`config.mk`:
```
export PLATFORM = sky130hd
export DESIGN_NAME = indexed_list_engine
export DESIGN_NICKNAME = d
export VERILOG_FILES = /design/src/ile_pkg.sv /design/src/ile_ram.sv /design/src/ile_seq.sv /design/src/indexed_list_engine.sv
export SDC_FILE = /design/constraint.sdc
export NUM_CORES = 2
export LEC_CHECK = 0
export BUFFER_PORTS_ARGS = -buffer_cell sky130_fd_sc_hd__buf_4
export CAP_MARGIN = 20
export CORE_ASPECT_RATIO = 1.4
export CORE_UTILIZATION = 50
export DETAILED_ROUTE_END_ITERATION = 12
export PLACE_DENSITY = 0.66
export SYNTH_ARGS = -nofsm -noshare
export SYNTH_HDL_FRONTEND = slang
export SYNTH_HIERARCHICAL = 1
export SYNTH_SLANG_ARGS = --single-unit
```
`constraint.sdc`:
```
create_clock -name clk -period 8 [get_ports clk]
set_input_delay 0.4 -clock clk [delete_from_list [all_inputs] [get_ports clk]]
set_output_delay 0.4 -clock clk [all_outputs]
set_load 0.01 [all_outputs]
```
`src/ile_pkg.sv`:
```
`timescale 1ns / 1ps
// ----------------------------------------------------------------------------
// ile_pkg
// Shared types, codes and defaults of the indexed list engine.
// ----------------------------------------------------------------------------
package ile_pkg;

    localparam int CAPACITY_DEF   = 64;
    localparam int DATA_WIDTH_DEF = 32;

    localparam int CMD_W    = 3;
    localparam int POS_W    = 7;
    localparam int ITEM_W   = 32;
    localparam int STATUS_W = 2;
    localparam int TOTAL_W  = 7;

    // command codes
    localparam logic [CMD_W-1:0] CMD_ADD_BACK     = 3'd0;
    localparam logic [CMD_W-1:0] CMD_ADD_FRONT    = 3'd1;
    localparam logic [CMD_W-1:0] CMD_INSERT       = 3'd2;
    localparam logic [CMD_W-1:0] CMD_TAKE_FRONT   = 3'd3;
    localparam logic [CMD_W-1:0] CMD_TAKE_BACK    = 3'd4;
    localparam logic [CMD_W-1:0] CMD_REMOVE_AT    = 3'd5;
    localparam logic [CMD_W-1:0] CMD_READ_AT      = 3'd6;
    localparam logic [CMD_W-1:0] CMD_REMOVE_VALUE = 3'd7;

    // status codes
    localparam logic [STATUS_W-1:0] ST_OK    = 2'd0;
    localparam logic [STATUS_W-1:0] ST_EMPTY = 2'd1;
    localparam logic [STATUS_W-1:0] ST_RANGE = 2'd2;
    localparam logic [STATUS_W-1:0] ST_FULL  = 2'd3;

    typedef struct packed {
        logic [CMD_W-1:0]  cmd;
        logic [POS_W-1:0]  position;
        logic [ITEM_W-1:0] item_value;
        logic              wipe;
    } job_t;

    typedef struct packed {
        logic [STATUS_W-1:0] status;
        logic [ITEM_W-1:0]   read_word;
        logic [TOTAL_W-1:0]  entry_total;
        logic [ITEM_W-1:0]   front_word;
        logic [ITEM_W-1:0]   back_word;
    } result_t;

    typedef struct packed {
        logic idle;
        logic done;
    } seq_stat_t;

endpackage

```
`src/ile_ram.sv`:
```
`timescale 1ns / 1ps
// ----------------------------------------------------------------------------
// ile_ram
// Entry store: one write port, one read port with registered read data.
// ----------------------------------------------------------------------------
module ile_ram #(
    parameter int DEPTH = 64,
    parameter int WIDTH = 32
) (
    input  logic                     clk,
    input  logic                     we,
    input  logic [$clog2(DEPTH)-1:0] waddr,
    input  logic [WIDTH-1:0]         wdata,
    input  logic                     re,
    input  logic [$clog2(DEPTH)-1:0] raddr,
    output logic [WIDTH-1:0]         rdata
);

    logic [WIDTH-1:0] mem [DEPTH];

    always_ff @(posedge clk)
    begin
        if (we)
        begin
            mem[waddr] <= wdata;
        end
    end

    // hold read data until the next read
    always_ff @(posedge clk)
    begin
        if (re)
        begin
            rdata <= mem[raddr];
        end
    end

endmodule

```
`src/ile_seq.sv`:
```
`timescale 1ns / 1ps
// ----------------------------------------------------------------------------
// ile_seq
// Command sequencer: checks a command, then moves or scans entries one per
// cycle through the store's ports and gathers the front and back words.
// ----------------------------------------------------------------------------
module ile_seq
    import ile_pkg::*;
#(
    parameter int CAPACITY   = CAPACITY_DEF,
    parameter int DATA_WIDTH = DATA_WIDTH_DEF
) (
    input  logic                        clk,
    input  logic                        rst_n,
    input  logic                        start,
    input  job_t                        job,
    input  logic                        ack,
    output seq_stat_t                   stat,
    output result_t                     res,
    output logic                        ram_we,
    output logic [$clog2(CAPACITY)-1:0] ram_waddr,
    output logic [DATA_WIDTH-1:0]       ram_wdata,
    output logic                        ram_re,
    output logic [$clog2(CAPACITY)-1:0] ram_raddr,
    input  logic [DATA_WIDTH-1:0]       ram_rdata
);

    localparam int AW   = $clog2(CAPACITY);
    localparam int CW   = $clog2(CAPACITY + 1);
    localparam int CMPW = (CW > POS_W) ? CW : POS_W;

    localparam logic [3:0] S_IDLE  = 4'd0;
    localparam logic [3:0] S_SHIFT = 4'd1;
    localparam logic [3:0] S_SCAN  = 4'd2;
    localparam logic [3:0] S_PLACE = 4'd3;
    localparam logic [3:0] S_RDAT  = 4'd4;
    localparam logic [3:0] S_RDCAP = 4'd5;
    localparam logic [3:0] S_FRONT = 4'd6;
    localparam logic [3:0] S_BACK  = 4'd7;
    localparam logic [3:0] S_FIN   = 4'd8;

    logic [3:0]            state_reg, state_next;
    logic [CW-1:0]         count_reg, count_next;
    logic [CW-1:0]         src_reg, src_next;
    logic [CW-1:0]         wr_reg, wr_next;
    logic [CW-1:0]         pos_reg, pos_next;
    logic                  pend_reg, pend_next;
    logic [AW-1:0]         pend_idx_reg, pend_idx_next;
    logic                  match_reg, match_next;
    logic [STATUS_W-1:0]   status_reg, status_next;
    logic [DATA_WIDTH-1:0] word_reg, word_next;
    logic [DATA_WIDTH-1:0] read_reg, read_next;
    logic [DATA_WIDTH-1:0] front_reg, front_next;

    logic [CMPW-1:0] pos_x;
    logic [CMPW-1:0] cnt_x;
    logic            full;
    logic            empty;
    logic            keep;

    assign pos_x = CMPW'(job.position);
    assign cnt_x = CMPW'(count_reg);
    assign full  = (count_reg == CW'(CAPACITY));
    assign empty = (count_reg == '0);
    // shared compare: drop a scanned word that matches in remove-value mode
    assign keep  = !match_reg || (ram_rdata != word_reg);

    always_comb
    begin
        state_next    = state_reg;
        count_next    = count_reg;
        src_next      = src_reg;
        wr_next       = wr_reg;
        pos_next      = pos_reg;
        pend_next     = pend_reg;
        pend_idx_next = pend_idx_reg;
        match_next    = match_reg;
        status_next   = status_reg;
        word_next     = word_reg;
        read_next     = read_reg;
        front_next    = front_reg;
        ram_we        = 1'b0;
        ram_waddr     = '0;
        ram_wdata     = '0;
        ram_re        = 1'b0;
        ram_raddr     = '0;

        unique case (state_reg)
            S_IDLE:
            begin
                if (start)
                begin
                    word_next   = DATA_WIDTH'(job.item_value);
                    status_next = ST_OK;
                    read_next   = '0;
                    pend_next   = 1'b0;
                    match_next  = 1'b0;
                    state_next  = empty ? S_FIN : S_FRONT;
                    if (job.wipe)
                    begin
                        count_next = '0;
                        state_next = S_FIN;
                    end
                    else
                    begin
                        unique case (job.cmd) inside
                            CMD_ADD_BACK, CMD_ADD_FRONT:
                            begin
                                if (full)
                                begin
                                    status_next = ST_FULL;
                                end
                                else
                                begin
                                    pos_next   = (job.cmd == CMD_ADD_BACK) ? count_reg : '0;
                                    src_next   = count_reg;
                                    state_next = S_SHIFT;
                                end
                            end
                            CMD_INSERT:
                            begin
                                if (pos_x > cnt_x)
                                begin
                                    status_next = ST_RANGE;
                                end
                                else if (full)
                                begin
                                    status_next = ST_FULL;
                                end
                                else
                                begin
                                    pos_next   = CW'(job.position);
                                    src_next   = count_reg;
                                    state_next = S_SHIFT;
                                end
                            end
                            CMD_TAKE_FRONT:
                            begin
                                if (empty)
                                begin
                                    status_next = ST_EMPTY;
                                end
                                else
                                begin
                                    src_next   = CW'(1);
                                    wr_next    = '0;
                                    state_next = S_SCAN;
                                end
                            end
                            CMD_TAKE_BACK:
                            begin
                                if (empty)
                                begin
                                    status_next = ST_EMPTY;
                                end
                                else
                                begin
                                    src_next   = count_reg;
                                    wr_next    = count_reg - CW'(1);
                                    state_next = S_SCAN;
                                end
                            end
                            CMD_REMOVE_AT, CMD_READ_AT:
                            begin
                                if (empty)
                                begin
                                    status_next = ST_EMPTY;
                                end
                                else if (pos_x >= cnt_x)
                                begin
                                    status_next = ST_RANGE;
                                end
                                else if (job.cmd == CMD_READ_AT)
                                begin
                                    pos_next   = CW'(job.position);
                                    state_next = S_RDAT;
                                end
                                else
                                begin
                                    src_next   = CW'(job.position) + CW'(1);
                                    wr_next    = CW'(job.position);
                                    state_next = S_SCAN;
                                end
                            end
                            CMD_REMOVE_VALUE:
                            begin
                                src_next   = '0;
                                wr_next    = '0;
                                match_next = 1'b1;
                                state_next = S_SCAN;
                            end
                        endcase
                    end
                end
            end

            S_SHIFT:
            begin
                // read descending, write each word one place toward the back
                if (src_reg != pos_reg)
                begin
                    ram_re        = 1'b1;
                    ram_raddr     = AW'(src_reg - CW'(1));
                    src_next      = src_reg - CW'(1);
                    pend_next     = 1'b1;
                    pend_idx_next = AW'(src_reg - CW'(1));
                end
                else
                begin
                    pend_next = 1'b0;
                end
                if (pend_reg)
                begin
                    ram_we    = 1'b1;
                    ram_waddr = pend_idx_reg + AW'(1);
                    ram_wdata = ram_rdata;
                end
                if (src_reg == pos_reg && !pend_reg)
                begin
                    state_next = S_PLACE;
                end
            end

            S_PLACE:
            begin
                ram_we     = 1'b1;
                ram_waddr  = AW'(pos_reg);
                ram_wdata  = word_reg;
                count_next = count_reg + CW'(1);
                state_next = S_FRONT;
            end

            S_SCAN:
            begin
                // read ascending, write back the kept words packed to the front
                if (src_reg != count_reg)
                begin
                    ram_re    = 1'b1;
                    ram_raddr = AW'(src_reg);
                    src_next  = src_reg + CW'(1);
                    pend_next = 1'b1;
                end
                else
                begin
                    pend_next = 1'b0;
                end
                if (pend_reg && keep)
                begin
                    ram_we    = 1'b1;
                    ram_waddr = AW'(wr_reg);
                    ram_wdata = ram_rdata;
                    wr_next   = wr_reg + CW'(1);
                end
                if (src_reg == count_reg && !pend_reg)
                begin
                    count_next = wr_reg;
                    state_next = (wr_reg == '0) ? S_FIN : S_FRONT;
                end
            end

            S_RDAT:
            begin
                ram_re     = 1'b1;
                ram_raddr  = AW'(pos_reg);
                state_next = S_RDCAP;
            end

            S_RDCAP:
            begin
                read_next  = ram_rdata;
                state_next = S_FRONT;
            end

            S_FRONT:
            begin
                ram_re     = 1'b1;
                ram_raddr  = '0;
                state_next = S_BACK;
            end

            S_BACK:
            begin
                front_next = ram_rdata;
                ram_re     = 1'b1;
                ram_raddr  = AW'(count_reg - CW'(1));
                state_next = S_FIN;
            end

            S_FIN:
            begin
                // back word stays on the read port until the result is taken
                if (ack)
                begin
                    state_next = S_IDLE;
                end
            end

            default:
            begin
                state_next = S_IDLE;
            end
        endcase
    end

    always_ff @(posedge clk or negedge rst_n)
    begin
        if (!rst_n)
        begin
            state_reg <= S_IDLE;
            count_reg <= '0;
            pend_reg  <= 1'b0;
        end
        else
        begin
            state_reg <= state_next;
            count_reg <= count_next;
            pend_reg  <= pend_next;
        end
    end

    always_ff @(posedge clk)
    begin
        src_reg      <= src_next;
        wr_reg       <= wr_next;
        pos_reg      <= pos_next;
        pend_idx_reg <= pend_idx_next;
        match_reg    <= match_next;
        status_reg   <= status_next;
        word_reg     <= word_next;
        read_reg     <= read_next;
        front_reg    <= front_next;
    end

    assign stat.idle = (state_reg == S_IDLE);
    assign stat.done = (state_reg == S_FIN);

    assign res.status      = status_reg;
    assign res.read_word   = ITEM_W'(read_reg);
    assign res.entry_total = TOTAL_W'(count_reg);
    assign res.front_word  = (count_reg == '0) ? '0 : ITEM_W'(front_reg);
    assign res.back_word   = (count_reg == '0) ? '0 : ITEM_W'(ram_rdata);

    a_count_bound: assert property (@(posedge clk) disable iff (!rst_n)
        count_reg <= CW'(CAPACITY))
        else $error("entry count above capacity");

    a_no_rw_clash: assert property (@(posedge clk) disable iff (!rst_n)
        (ram_we && ram_re) |-> (ram_waddr != ram_raddr))
        else $error("read and write hit the same entry");

    a_idle_no_write: assert property (@(posedge clk) disable iff (!rst_n)
        (state_reg == S_IDLE || state_reg == S_FIN) |-> !ram_we)
        else $error("store written outside a command");

    a_start_idle: assert property (@(posedge clk) disable iff (!rst_n)
        start |-> (state_reg == S_IDLE))
        else $error("command started while busy");

    a_fin_holds: assert property (@(posedge clk) disable iff (!rst_n)
        (stat.done && !ack) |=> (stat.done && $stable(res)))
        else $error("finished result changed before it was taken");

endmodule

```
`src/indexed_list_engine.sv`:
```
`timescale 1ns / 1ps
// ----------------------------------------------------------------------------
// indexed_list_engine
// Bounded ordered list of up to CAPACITY words with push, insert, pop,
// remove, read, remove-by-value and wipe commands, one result per command.
//
//   channel   | dir | tdata (low bit up)                           | tuser
//   ----------+-----+----------------------------------------------+---------------
//   s_axis    | in  | position[6:0], item_value[38:7], pad[39]     | cmd[2:0], wipe[3]
//   m_axis    | out | read_word[31:0], entry_total[38:32],         | status[1:0]
//             |     | front_word[70:39], back_word[102:71], pad    |
//
// Steps: after acceptance a command moves or scans its entries (push and
// insert then place the new word; read at reads its entry instead), then
// reads the front and back words before the output register is loaded; a
// refused command only reads them, and a wipe or a command that leaves the
// list empty skips them. The block is ready again in the cycle after the
// load. The store's single read port and single write port move one entry
// per cycle.
// Reset clears the state, the entry count and the output valid flag; the store needs no clearing pass.
// s_axis_tready is high only while no command is in flight. A finished
// result waits in the output register, so the next command can start while
// m_axis stalls; that command then holds in its last step until the
// register frees up.
// ----------------------------------------------------------------------------
module indexed_list_engine
    import ile_pkg::*;
#(
    parameter int CAPACITY   = CAPACITY_DEF,
    parameter int DATA_WIDTH = DATA_WIDTH_DEF
) (
    input  logic         clk,
    input  logic         rst_n,
    input  logic         s_axis_tvalid,
    output logic         s_axis_tready,
    input  logic [39:0]  s_axis_tdata,   // position, item_value, zero pad
    input  logic [3:0]   s_axis_tuser,   // cmd, wipe
    output logic         m_axis_tvalid,
    input  logic         m_axis_tready,
    output logic [103:0] m_axis_tdata,   // read_word, entry_total, front_word,
                                         // back_word, zero pad
    output logic [1:0]   m_axis_tuser    // status
);

    localparam int AW = $clog2(CAPACITY);

    job_t      job;
    seq_stat_t stat;
    result_t   res;
    logic      start;
    logic      load;

    logic                  ram_we;
    logic [AW-1:0]         ram_waddr;
    logic [DATA_WIDTH-1:0] ram_wdata;
    logic                  ram_re;
    logic [AW-1:0]         ram_raddr;
    logic [DATA_WIDTH-1:0] ram_rdata;

    logic    out_valid_reg, out_valid_next;
    result_t out_res_reg;

    // unpack the incoming word
    assign job.cmd        = s_axis_tuser[2:0];
    assign job.wipe       = s_axis_tuser[3];
    assign job.position   = s_axis_tdata[6:0];
    assign job.item_value = s_axis_tdata[38:7];

    assign s_axis_tready = stat.idle;
    assign start         = s_axis_tvalid && s_axis_tready;

    // take the finished result once the output register is free or draining
    assign load = stat.done && (!out_valid_reg || m_axis_tready);

    ile_seq #(
        .CAPACITY   (CAPACITY),
        .DATA_WIDTH (DATA_WIDTH)
    ) u_seq (
        .clk       (clk),
        .rst_n     (rst_n),
        .start     (start),
        .job       (job),
        .ack       (load),
        .stat      (stat),
        .res       (res),
        .ram_we    (ram_we),
        .ram_waddr (ram_waddr),
        .ram_wdata (ram_wdata),
        .ram_re    (ram_re),
        .ram_raddr (ram_raddr),
        .ram_rdata (ram_rdata)
    );

    ile_ram #(
        .DEPTH (CAPACITY),
        .WIDTH (DATA_WIDTH)
    ) u_ram (
        .clk   (clk),
        .we    (ram_we),
        .waddr (ram_waddr),
        .wdata (ram_wdata),
        .re    (ram_re),
        .raddr (ram_raddr),
        .rdata (ram_rdata)
    );

    // output register: advance on load, drop once the word is taken
    always_comb
    begin
        out_valid_next = out_valid_reg;
        if (load)
        begin
            out_valid_next = 1'b1;
        end
        else if (m_axis_tready)
        begin
            out_valid_next = 1'b0;
        end
    end

    always_ff @(posedge clk or negedge rst_n)
    begin
        if (!rst_n)
        begin
            out_valid_reg <= 1'b0;
        end
        else
        begin
            out_valid_reg <= out_valid_next;
        end
    end

    always_ff @(posedge clk)
    begin
        if (load)
        begin
            out_res_reg <= res;
        end
    end

    assign m_axis_tvalid = out_valid_reg;
    assign m_axis_tuser  = out_res_reg.status;
    assign m_axis_tdata  = {1'b0,
                            out_res_reg.back_word,
                            out_res_reg.front_word,
                            out_res_reg.entry_total,
                            out_res_reg.read_word};

endmodule

```
Word-level counts from Yosys, hierarchy flattened
Memories as Yosys holds them, arrays and structs flattened. A register that Yosys moved wholly into a read port is not among the register bits. Index checks and enable logic that the tools add are counted.

Register bits: 244. Bits in writable memories: 2048. Bits of input ports: 48. Output and inout bits: 108. Word-level logic and storage cells: 186. Memories: 1.

Memories: u_ram.mem (depth 64, bits a word 32, rd ports 1, clocked after memory_dff 1, write ports 1, line ile_ram.sv:19) `logic [WIDTH-1:0] mem [DEPTH];`.

Add/subtract/negate cells: 7. Order comparisons: 2. Equality and inequality tests: 43. Multiplexer cells: 80. Bitwise gates (word level): 1. Reduce and logical (&&, ||, !) cells: 34.

Operators with widths (number): $mux W7 (29); $mux W32 (3); $pmux W32 S3 (1); $pmux W32 S2 (1); $pmux W7 S3 (3); $mux W4 (12); $pmux W7 S6 (1); $ne A32 B32 Y1 (1); $pmux W4 S8 (1); $add A7 B1 Y7 const B (4); $pmux W7 S4 (1); $mux W6 (4); $pmux W6 S4 (1); $pmux W4 S5 (1); $reduce_and A10 Y1 (2); $ne A2 B1 Y1 const B (9); $ne A3 B3 Y1 const B (6); $pmux W6 S3 (1); $eq A4 B3 Y1 const B (4); $eq A7 B7 Y1 (2); $logic_not A7 Y1 (2); $ne A7 B7 Y1 (2); $pmux W7 S2 (1); $sub A7 B1 Y7 const B (2); 30 further kinds (73).

Logic depth before layout (Yosys ltp)
Word-level depth: 8. Depth in mapped cells: 16. Gate-level depth less buffers: 12.

By module
Netlist, hierarchy kept.

By module, submodules not included: ile_ram (times used 1, cells each 3511, area each 79359.9 um^2, seq. area each 62459.9 um^2); ile_seq (times used 1, cells each 747, area each 7968.9 um^2, seq. area each 4083.9 um^2); indexed_list_engine (times used 1, cells each 112, area each 3214.3 um^2, seq. area each 3178.0 um^2).

Worst setup path before layout
Ideal clock, no wire load.

Kind: register -> register. Start point: register u_ram.rdata[17], read port of u_ram.mem. End point: memory u_ram.mem[28][0] (enable). Arrival: 4.212 ns. Path slack: 3.366 ns. Cell stages (with the launch flop): 12. Buffers on the path: 2. Period minus slack after synthesis: 4.634 ns. Path through: edfxtp_1 -> xor2_1 -> nor4_1 -> nand2_1 -> nor4_2 -> nor3_1 -> a221o_1 -> clkbuf_1 -> or3b_2 -> or2_2 -> clkbuf_1 -> nor2_1.

Elaborated cells between the ends (all ways): 9.

RTL lines: start, declared (line ile_ram.sv:16) `output logic [WIDTH-1:0] rdata`; $ne A32 B32 Y1 (line ile_seq.sv:66) `assign keep = !match_reg || (ram_rdata != word_reg);`; $logic_or A1 B1 Y1 (line ile_seq.sv:66); $logic_and A1 B1 Y1 (line ile_seq.sv:247) `if (pend_reg && keep)`; $mux W6 (line ile_seq.sv:247); $pmux W6 S3 (line ile_seq.sv:88) `unique case (state_reg)`; via ram_waddr[1] (line indexed_list_engine.sv:54) `logic [AW-1:0] ram_waddr;`; end, declared (line ile_ram.sv:19).

The timed path passes the listed nets, and every way through them passes these cells.

Final worst setup path
Start point: register u_seq.state_reg[0]. End point: register u_ram.rdata[22], read port of u_ram.mem, data pin.

Elaborated cells between the ends (all ways): 8.

RTL lines: start, declared (line ile_seq.sv:42) `logic [3:0] state_reg, state_next;`; start signal, assigned (line ile_seq.sv:315) `state_reg <= state_next;`; $eq A4 B3 Y1, or another cell as far along (line ile_seq.sv:88); $pmux W6 S4 * (line ile_seq.sv:88); via ram_raddr[2] (line indexed_list_engine.sv:57) `logic [AW-1:0] ram_raddr;`.

Mark *: on every way through the listed nets, which the timed path passes. The rest lies on a longest branch. A chain may end at the register's enable or synchronous reset.

==> impl_metrics.env <==
export IMPL_fmax_ghz=0.168
export IMPL_start_kind="flop"
export IMPL_grt_pass1_wl_mm=331
export IMPL_cts_resized=0
export IMPL_r2r_slack_ns=2.04
export IMPL_htreeDepth=4
export IMPL_track_usage_pct=25.7
export IMPL_start_util_pct=50.4
export IMPL_slowest_delay_ns=1.04
export IMPL_grt_pass1_vias=46100
export IMPL_drt_wl_total_mm=233
export IMPL_maxCapViolCount=0
export IMPL_vias=45500
export IMPL_p_leak_uw=0.0332
export IMPL_hold_viol_final=0
export IMPL_antenna_found_initial=13
export IMPL_crit_top_cell="a221oi_1"
export IMPL_netlist_instances=4370
export IMPL_rsz0062_at_grt="no"
export IMPL_grt_ovfl_total=0
export IMPL_synth_main_ff_cell="edfxtp_1"
export IMPL_critical_path_arrival_ns=6.48
export IMPL_startpoint="u_seq/state_reg[0]"
export IMPL_top_register="u_ram/mem"
export IMPL_crit_chain="nand2b_1 > nor2_2 > o21ai_1 > o221ai_4 > buf_12 > nor2b_4 > a221oi_1 > a221oi_1"
export IMPL_drtIter0Drc=5557
export IMPL_finalClockSkew_ns=0.0317
export IMPL_port_buffers=153
export IMPL_hold_ws_ns=0.105
export IMPL_synthTopCellsByArea="edfxtp_1 77%, mux4_2 11%, mux2i_1 2.1%, a22oi_1 1.2%, and2_1 0.70%"
export IMPL_synth_top_area_share_pct=76.6
export IMPL_drive_gt1_share_pct=24.5
export IMPL_io_pins=156
export IMPL_synth_common_cells="2311 x edfxtp_1, 446 x mux4_2, 189 x mux2i_1"
export IMPL_status="finished, final reports clean"
export IMPL_clk_latency_ns=0.86
export IMPL_tns_ns=0
export IMPL_ys_types=74
export IMPL_hold_class="input pin to flop"
export IMPL_period_share_pct=74.6
export IMPL_die_h_um=506
export IMPL_worst_pin_slew_ns=1.21
export IMPL_wire_per_inst_um=32.1
export IMPL_final_util_pct=56.8
export IMPL_place_gp_congestion=0.917
export IMPL_powerDensity_mw_per_mm2=223
export IMPL_largest_reg_flops=2048
export IMPL_maxSlewViolCount=0
export IMPL_yosysTopAreaCell="edfxtp_1"
export IMPL_clock_path_buffers=3
export IMPL_row_count=184
export IMPL_rr_endpoint="u_ram/rdata[22]"
export IMPL_reg2reg_from="u_seq/state_reg[0]"
export IMPL_setup_violations=0
export IMPL_yosysSeqAreaShare_pct=77.0
export IMPL_fin_nets=4750
export IMPL_avgSynthCellArea_um2=20.7
export IMPL_grt_start_max_net_pins=87
export IMPL_required_ns=8.52
export IMPL_dieArea_mm2=0.183
export IMPL_syn_nets=4433
export IMPL_ant_nets=0
export IMPL_clk_pin_slew_ns=0.07
export IMPL_core_mm2=0.180
export IMPL_synth_warnings=6
export IMPL_cts_buffers=201
export IMPL_syn_cell_area_mm2=0.0905
export IMPL_fill_cells=13100
export IMPL_ys_seq_elements=2324
export IMPL_cp_end_kind="flop"
export IMPL_slowest_stage="o221ai_4"
export IMPL_async_flop_share_pct=0.559
export IMPL_min_period_ns=5.96
export IMPL_dp_hpwl_mm=140
export IMPL_crit_end="u_ram/rdata[22]"
export IMPL_crit_path_max_fanout=55
export IMPL_peakVddDrop_uv=263
export IMPL_drc=0
export IMPL_clock_sinks=2324
export IMPL_dieWidth_um=362
export IMPL_worstSetupPathType="flop to flop"
export IMPL_power_uw=22800
export IMPL_worstRegToRegCells=8
export IMPL_cts_root_buf="clkbuf_16"
export IMPL_tritoncts="built"
export IMPL_synth_edf_count=2311
export IMPL_slew_headroom_pct=19.4
export IMPL_synth_most_common_cell="edfxtp_1"
export IMPL_viasPerCell=6.26
export IMPL_first_pass_iters=6
export IMPL_syn2layout_area_growth_pct=12.9
## worst min-delay path by stage
stage | startpoint | cells past startpoint | to
6_report | s_axis_tuser[0] | 2 | u_seq/pos_reg[0]
5_1_grt | s_axis_tuser[0] | 2 | u_seq/pos_reg[1]
4_1_cts | s_axis_tuser[0] | 2 | u_seq/pos_reg[0]
3_5_place_dp | rst_n | 1 | u_seq/cnt_x[1]
3_3_place_gp | rst_n | 1 | u_seq/cnt_x[1]
2_1_floorplan | rst_n | 0 | m_axis_tvalid
## timing repair
item	4_1_cts	5_1_grt
hold endpoints to repair	64	0
hold buffers	46	0
buffers inserted	0	0
## metrics by stage
stage,instance area (µm²),cells,setup WS [ns]
after CTS,102000,7270,2.11
after global routing,102000,7276,1.91
after floorplan,90500,4370,3.37
after global placement,95300,6853,2.22
final,102000,7278,2.04
after detailed placement,95300,6855,2.13
## cell type report
type,count,area [µm²],share of cell area (%)
Multi-Input combinational cell,1769,19900,19.5
Inverter,25,93.8,0.0918
Clock buffer,233,5240,5.12
Antenna cell,7,17.5,0.0171
Sequential cell,2324,69700,68.2
Clock inverter,136,1160,1.13
Tap cell,2418,3030,2.96
Timing Repair Buffer,366,3020,2.96
## power by group
part / leakage (µW) / total [µW] / switching (µW) / internal [µW]
registers: 0.0212 / 13200 / 0 / 13200
logic: 0.00891 / 84.4 / 42.4 / 42.0
clock network: 0.00311 / 9540 / 4360 / 5180
total: 0.0332 / 22800 / 4400 / 18400
## metal layers
layer / part of all wire (%) / wire length [µm] / vias up / track usage [%]
met3: 7.4 / 17300 / 477 / 3.58
li1: - / - / 18800 / -
met5: 0.023 / 53 / - / 0
met2: 51 / 120000 / 2194 / 44.2
met1: 36 / 83300 / 24000 / 31.7
met4: 5.6 / 13100 / 6 / 13.3
## kinds of logic (layout without fill, tap and decap cells)
| logic type | Yosys count | count (layout) | share of synthesized area, % |
|---|---|---|---|
| flip-flops | 2324 | 2324 | 77.0 |
| multiplexers | 635 | 635 | 13.2 |
| AO/OA/AOI/OAI | 544 | 544 | 4.29 |
| XOR/XNOR | 72 | 72 | 0.696 |
| AND/OR/NAND/NOR | 502 | 502 | 2.86 |
| adder cells (fa/ha/maj) | 15 | 15 | 0.207 |
| other | 1 | 8 | 0.00414 |
| buffers and inverters | 277 | 760 | 1.76 |
## cell usage in the layout (no fill, tap or decap), types with 17 or more instances in the layout
cell type | synthesis | final
a211oi_1 | 23 | 23
edfxtp_1 | 2311 | 2311
clkinv_1 | 0 | 59
nor2_4 | 0 | 67
nor3_1 | 23 | 22
xor2_1 | 48 | 48
a22oi_1 | 146 | 146
mux4_2 | 446 | 446
dlygate4sd3_1 | 0 | 46
buf_4 | 30 | 307
o21ai_0 | 66 | 63
clkbuf_16 | 0 | 205
nand3_1 | 67 | 66
mux2i_1 | 189 | 189
nor2_1 | 137 | 68
a31oi_1 | 24 | 24
clkinv_2 | 0 | 36
a21oi_1 | 61 | 61
o22ai_1 | 48 | 48
xnor2_1 | 24 | 24
and2_1 | 102 | 100
o211ai_1 | 17 | 17
nand2_1 | 68 | 68
nand2b_1 | 17 | 17
a22o_2 | 0 | 31
clkbuf_1 | 104 | 28
inv_1 | 25 | 25
## critical path: cells and delay by family, from the launching register on
kind,cells,cell delay [ns]
AND/OR/NAND/NOR,3,1.59
flip-flops,1,0.67
buffers and inverters,1,0.36
AO/OA/AOI/OAI,4,2.86
(Power assumes the default switching activity.)
